### src/rtl/core/bfsa_pkg.sv
// Shared types and constants for the best-fit slot allocator.
package bfsa_pkg;

	localparam int MAX_SLOTS = 64;
	localparam int SLOT_W    = $clog2(MAX_SLOTS);
	localparam int CNT_W     = $clog2(MAX_SLOTS + 1);
	localparam int BYTE_W    = 40;
	localparam int SIZE_W    = BYTE_W + 1;
	localparam int SUM_W     = BYTE_W + 2;
	localparam int OP_W      = 31;
	localparam int NUM_W     = 6;
	localparam int ALIGN_W   = 8;

	typedef enum logic [1:0] {
		CMD_ALLOC    = 2'd0,
		CMD_RELEASE  = 2'd1,
		CMD_FREE_ALL = 2'd2,
		CMD_NOP      = 2'd3
	} cmd_t;

	typedef enum logic [1:0] {
		ST_OK   = 2'd0,
		ST_OOM  = 2'd1,
		ST_FULL = 2'd2,
		ST_RSVD = 2'd3
	} status_t;

	typedef struct packed {
		cmd_t              command;
		logic [BYTE_W-1:0] request_bytes;
		logic [OP_W-1:0]   operation_id;
	} req_t;

	typedef struct packed {
		status_t           status;
		logic [BYTE_W-1:0] slot_offset;
		logic [NUM_W-1:0]  slot_number;
		logic              was_reused;
		logic [BYTE_W-1:0] bytes_used;
		logic [BYTE_W-1:0] bytes_peak;
	} rsp_t;

	// Controller to datapath commands.
	typedef struct packed {
		logic load;
		logic scan;
		logic fetch;
		logic grant;
		logic sum;
		logic commit;
		logic free_all;
	} ctl_t;

	// Datapath to controller status.
	typedef struct packed {
		cmd_t cmd;
		logic scan_done;
		logic found;
	} sts_t;

endpackage

### src/rtl/core/bfsa_ctrl.sv
// Sequencing state machine for the slot allocator.
module bfsa_ctrl (
	input  logic           clk,
	input  logic           arst_n,
	input  logic           start,
	output logic           busy,
	output logic           done,
	output bfsa_pkg::ctl_t ctl,
	input  bfsa_pkg::sts_t sts
);
	import bfsa_pkg::*;

	typedef enum logic [7:0] {
		S_IDLE     = 8'b0000_0001,
		S_DISPATCH = 8'b0000_0010,
		S_SCAN     = 8'b0000_0100,
		S_FETCH    = 8'b0000_1000,
		S_GRANT    = 8'b0001_0000,
		S_SUM      = 8'b0010_0000,
		S_COMMIT   = 8'b0100_0000,
		S_DONE     = 8'b1000_0000
	} state_t;

	state_t state_q, state_d;

	always_ff @(posedge clk or negedge arst_n) begin
		if (!arst_n) begin
			state_q <= S_IDLE;
		end else begin
			state_q <= state_d;
		end
	end

	always_comb begin
		state_d = state_q;
		ctl     = '0;
		case (state_q)
			S_IDLE: begin
				if (start) begin
					ctl.load = 1'b1;
					state_d  = S_DISPATCH;
				end
			end
			S_DISPATCH: begin
				case (sts.cmd)
					CMD_ALLOC, CMD_RELEASE: state_d = S_SCAN;
					CMD_FREE_ALL: begin
						ctl.free_all = 1'b1;
						state_d      = S_DONE;
					end
					default: state_d = S_DONE;
				endcase
			end
			S_SCAN: begin
				ctl.scan = 1'b1;
				if (sts.scan_done) begin
					if (sts.cmd != CMD_ALLOC) begin
						state_d = S_DONE;
					end else if (sts.found) begin
						state_d = S_FETCH;
					end else begin
						state_d = S_SUM;
					end
				end
			end
			S_FETCH: begin
				ctl.fetch = 1'b1;
				state_d   = S_GRANT;
			end
			S_GRANT: begin
				ctl.grant = 1'b1;
				state_d   = S_DONE;
			end
			S_SUM: begin
				ctl.sum = 1'b1;
				state_d = S_COMMIT;
			end
			S_COMMIT: begin
				ctl.commit = 1'b1;
				state_d    = S_DONE;
			end
			S_DONE: begin
				state_d = S_IDLE;
			end
			default: state_d = S_IDLE;
		endcase
	end

	assign busy = (state_q != S_IDLE);
	assign done = (state_q == S_DONE);

endmodule

### config.mk
export PLATFORM = sky130hd
export DESIGN_NAME = bfsa_ctrl
export DESIGN_NICKNAME = d
export VERILOG_FILES = /design/src/rtl/core/bfsa_pkg.sv /design/src/rtl/core/bfsa_ctrl.sv
export SDC_FILE = /design/constraint.sdc
export NUM_CORES = 1
export LEC_CHECK = 0
export BUFFER_PORTS_ARGS = -buffer_cell sky130_fd_sc_hd__buf_4
export CORE_UTILIZATION = 35
export CTS_BUF_LIST = sky130_fd_sc_hd__clkbuf_8
export DETAILED_ROUTE_END_ITERATION = 8
export PLACE_DENSITY = 0.57
export SLEW_MARGIN = 15
export SYNTH_ARGS = -nofsm -noshare
export SYNTH_HDL_FRONTEND = slang
export SYNTH_SLANG_ARGS = --single-unit
### constraint.sdc
create_clock -name clk -period 1.5 [get_ports clk]
set_input_delay 0.3 -clock clk [delete_from_list [all_inputs] [get_ports clk]]
set_output_delay 0.3 -clock clk [all_outputs]
set_load 0.01 [all_outputs]
== Yosys cells after proc, flatten, opt, wreduce, memory -nomap -nowiden ==
Index checks and enable logic that the tools add are counted.

* Bits in registers: 8
* Input bits: 7
* Logic and storage cells: 34

* Equality and inequality tests: 13
* Muxes and demuxes: 15
* Reductions and logical operators: 5

{| class="wikitable"
|+ Operator list
! kind !! count
|-
| case mux 8 bit (6 select lines) || 1
|-
| 2-to-1 mux 8 bit || 4
|-
| 2-to-1 mux 1 bit || 9
|-
| equality test 8 x 1 -> 1 bit (second input constant) || 1
|-
| equality test 8 x 2 -> 1 bit (second input constant) || 1
|-
| equality test 8 x 3 -> 1 bit (second input constant) || 1
|-
| equality test 8 x 4 -> 1 bit (second input constant) || 1
|-
| equality test 8 x 5 -> 1 bit (second input constant) || 1
|-
| equality test 8 x 6 -> 1 bit (second input constant) || 1
|-
| equality test 8 x 7 -> 1 bit (second input constant) || 1
|-
| equality test 8 bit (second input constant) || 1
|-
| != test 8 x 1 -> 1 bit (second input constant) || 1
|-
| 2-to-1 mux 6 bit || 1
|-
| != test 2 bit (second input constant) || 2
|-
| OR reduction 2 bit || 2
|-
| equality test 2 x 1 -> 1 bit (second input constant) || 1
|-
| equality test 2 bit (second input constant) || 1
|-
| zero test 2 bit || 1
|-
| AND reduction 2 bit || 1
|-
| nonzero test 2 bit || 1
|}

== Depth between registers and ports, before layout ==
* Depth after elaboration: 4
* Gate-level depth with buffers: 4

== Worst setup path before layout ==
No wires, ideal clock.

* Kind: reg2out
* From: register state_q[1]
* To: output port ctl[1] in the netlist's numbering
* Arrival: 1.318 ns
* Slack: -0.118 ns
* Cell stages (with the launch flop): 4
* Path through: dfrtp_1 > nor3_4 > nand2_1 > nor4b_1

{| class="wikitable"
|+ RTL lines
! what !! line !! source
|-
| start: declaration || bfsa_ctrl.sv:24 || <nowiki>state_t state_q, state_d;</nowiki>
|-
| start signal: assignment || bfsa_ctrl.sv:30 || <nowiki>state_q <= state_d;</nowiki>
|-
| end: declaration || bfsa_ctrl.sv:8 || <nowiki>output bfsa_pkg::ctl_t ctl,</nowiki>
|}

==> impl_metrics.tcl <==
set metrics [dict create \
    grtUsageMet2_pct 31.9 \
    die_w_um 40.2 \
    clk_path_buf_depth 2 \
    p_leak_nw 0.466 \
    cap_viol_max_count 0 \
    violations "setup timing" \
    dp_hpwl_um 944 \
    syn_nets 57 \
    place_inst 95 \
    layout.nets 99 \
    arrival_ns 1.40 \
    power_mw 1.19 \
    n_antenna_cell 0 \
    synth.distinct_cells 22 \
    met3_usage_pct 3.33 \
    setup_viol 9 \
    critPathMaxFanout 4 \
    grt_pass1_wl_mm 2.17 \
    fin_ws_ns -0.197 \
    seq_area_frac_synth_pct 39.4 \
    start_util_pct 38.4 \
    hold_viol_final 0 \
    skew_ns 0.00272 \
    grtUsageMet1_pct 27.9 \
    relSlewSlack_pct 81.1 \
    io_buffers 15 \
    yosys_warnings 0 \
    ant_nets 0 \
    rsz0062_at_grt "yes" \
    synthCells 50 \
    die-area_um2 1620 \
    final_area_um2 898 \
    overflow 0 \
    die_h_um 40.2 \
    core_area_um2 1330 \
    p_per_area_nw_per_um2 1330 \
    wl_per_cell_um 12.9 \
    drive_above_1_share_pct 60.4 \
    critical_path_required_ns 1.20 \
    ir_worst_vdd_v 0.00106 \
    path_clk_slew_ns 0.04 \
    cts.sinks 8 \
    top_register "state_q" \
    mostFrequentLayoutCells "buf_4, nor2_1, dfrtp_1" \
    grt-busiest-layer "met2" \
    critPathCaptureType "output pin" \
    routed_via_density 5.24 \
    drv_slew 0 \
    status "finished with violations" \
    finalHoldWorstSlack_ns 0.276 \
    cp-start-kind "flop" \
    reg.largest.list "state_q: 8 flops" \
    cts_root_buf "clkbuf_8" \
    max_freq_mhz 589 \
    dpl_cell_area_um2 773 \
    design.portCount 16 \
    drtIter0Drc 11 \
    drc 0 \
    drtPass1Iterations 4 \
    insertion_delay_ns 0.23 \
    groute.usage.overall_pct 21.0 \
    routed_wl_mm 1.37 \
    cts_tree "built" \
    tightestPinTransition_ns 0.283 \
    hold_class "in -> reg" \
    numCtsBuffers 3 \
    antenna_found_initial 0 \
    final_common_cell "buf_4" \
    critPathKind "reg -> out" \
    fin_cells 106 \
    pre_cts_slack_ns -0.0187 \
    finalCritPeriodShare_pct 113 \
    htreeDepth 1 \
    ys_seq_elements 8 \
    period_minus_slack_ns 1.70 \
    syn_to_final_growth_pct 75.6 \
    syn_area_um2 512 \
    place_congestion 0.718 \
    core.rowCount 13 \
    num_vias 555 \
    nFillCells 107 \
    largest_reg_flops 8 \
    grt_pass1_vias 471 \
    grt_max_degree 9 \
    avgSynthCellArea_um2 10.2 \
]
-- metal layers --
metal	vias to the layer above	part of all wire (%)	routed length (um)
met4	0	1.0	14
met1	261	47	641
li1	276	-	-
met3	2	3.2	44
met5	-	0	0
met2	16	49	666
-- synthesized netlist by cell type (all sizes together) --
cell	instances	share of area [%]
o22a	1	2.0
a41oi	1	1.7
dfstp	1	5.1
nor3	2	6.4
and4b	3	5.9
a21oi	1	0.98
and3	1	1.5
inv	2	1.5
nand2	2	1.5
and4	4	7.3
nor2	8	5.9
nor2b	1	1.2
dfrtp	7	34
nand4b	3	5.1
nor4b	2	3.4
o22ai	1	1.2
nand3	4	5.9
xor2	3	5.1
nand4	1	1.2
nor3b	2	2.9
-- report_power, final --
group          switching, mW  internal (mW)
Combinational          0.284          0.333
Sequential            0.0409          0.263
Clock                 0.0929          0.178
Total                  0.418          0.774
-- cell families (layout without fill, tap and decap cells) --
logic type / count (synthesis) / after routing / synth area share [%]
simple gates: 33 / 33 / 48.2
flops: 8 / 8 / 39.4
compound gates: 4 / 4 / 5.87
buf+inv: 2 / 43 / 1.47
xor+xnor: 3 / 3 / 5.14
-- critical path, stage by stage (launching register included) --
cell,delay (ns)
dfrtp_1,0.40
nor3_4,0.25
nand4_1,0.19
nor3b_2,0.18
buf_4,0.14
-- metrics by stage --
| stage | setup TNS (ns) | utilization (%) |
|---|---|---|
| 6_report | -1.46 | 67.4 |
| 3_3_place_gp | -0.0103 | 58.0 |
| 2_1_floorplan | -0.0221 | - |
| 4_1_cts | -1.40 | 66.7 |
| 3_5_place_dp | -0.0361 | 58.0 |
| 5_1_grt | -2.26 | 67.4 |
-- area by class of cell --
type	count	area [um^2]	share of cell area (%)
well taps	15	18.8	2.09
flip-flops and latches	8	203	22.6
clock buffers	3	41.3	4.60
multi-input cells	40	337	37.5
inverters	2	7.51	0.836
clock inverters	1	3.75	0.418
repair buffers	37	288	32.0
-- path summary, 6_finish.rpt --
kind / from / endpoint / slack, ns / cells after the start
max: state_q[5] / ctl[0] / -0.20 / 4
min: sts[3] / state_q[2] / 0.28 / 2
max reg2reg: state_q[1] / state_q[5] / 0 / 5
min reg2reg: state_q[7] / state_q[1] / 0.66 / 3
max in group asynchronous: arst_n / state_q[0] / 0.85 / 2
min in group asynchronous: arst_n / state_q[4] / 0.44 / 2
-- repair_timing --
item / 4_1_cts / 5_1_grt
hold buffers: 1 / 0
setup buffers: 5 / 1
setup endpoints to repair: 12 / 13
pin swaps: 6 / 2
gates resized for setup: 7 / 1
hold endpoints to repair: 7 / 0
No activity file was read; power rests on OpenSTA's default activity.
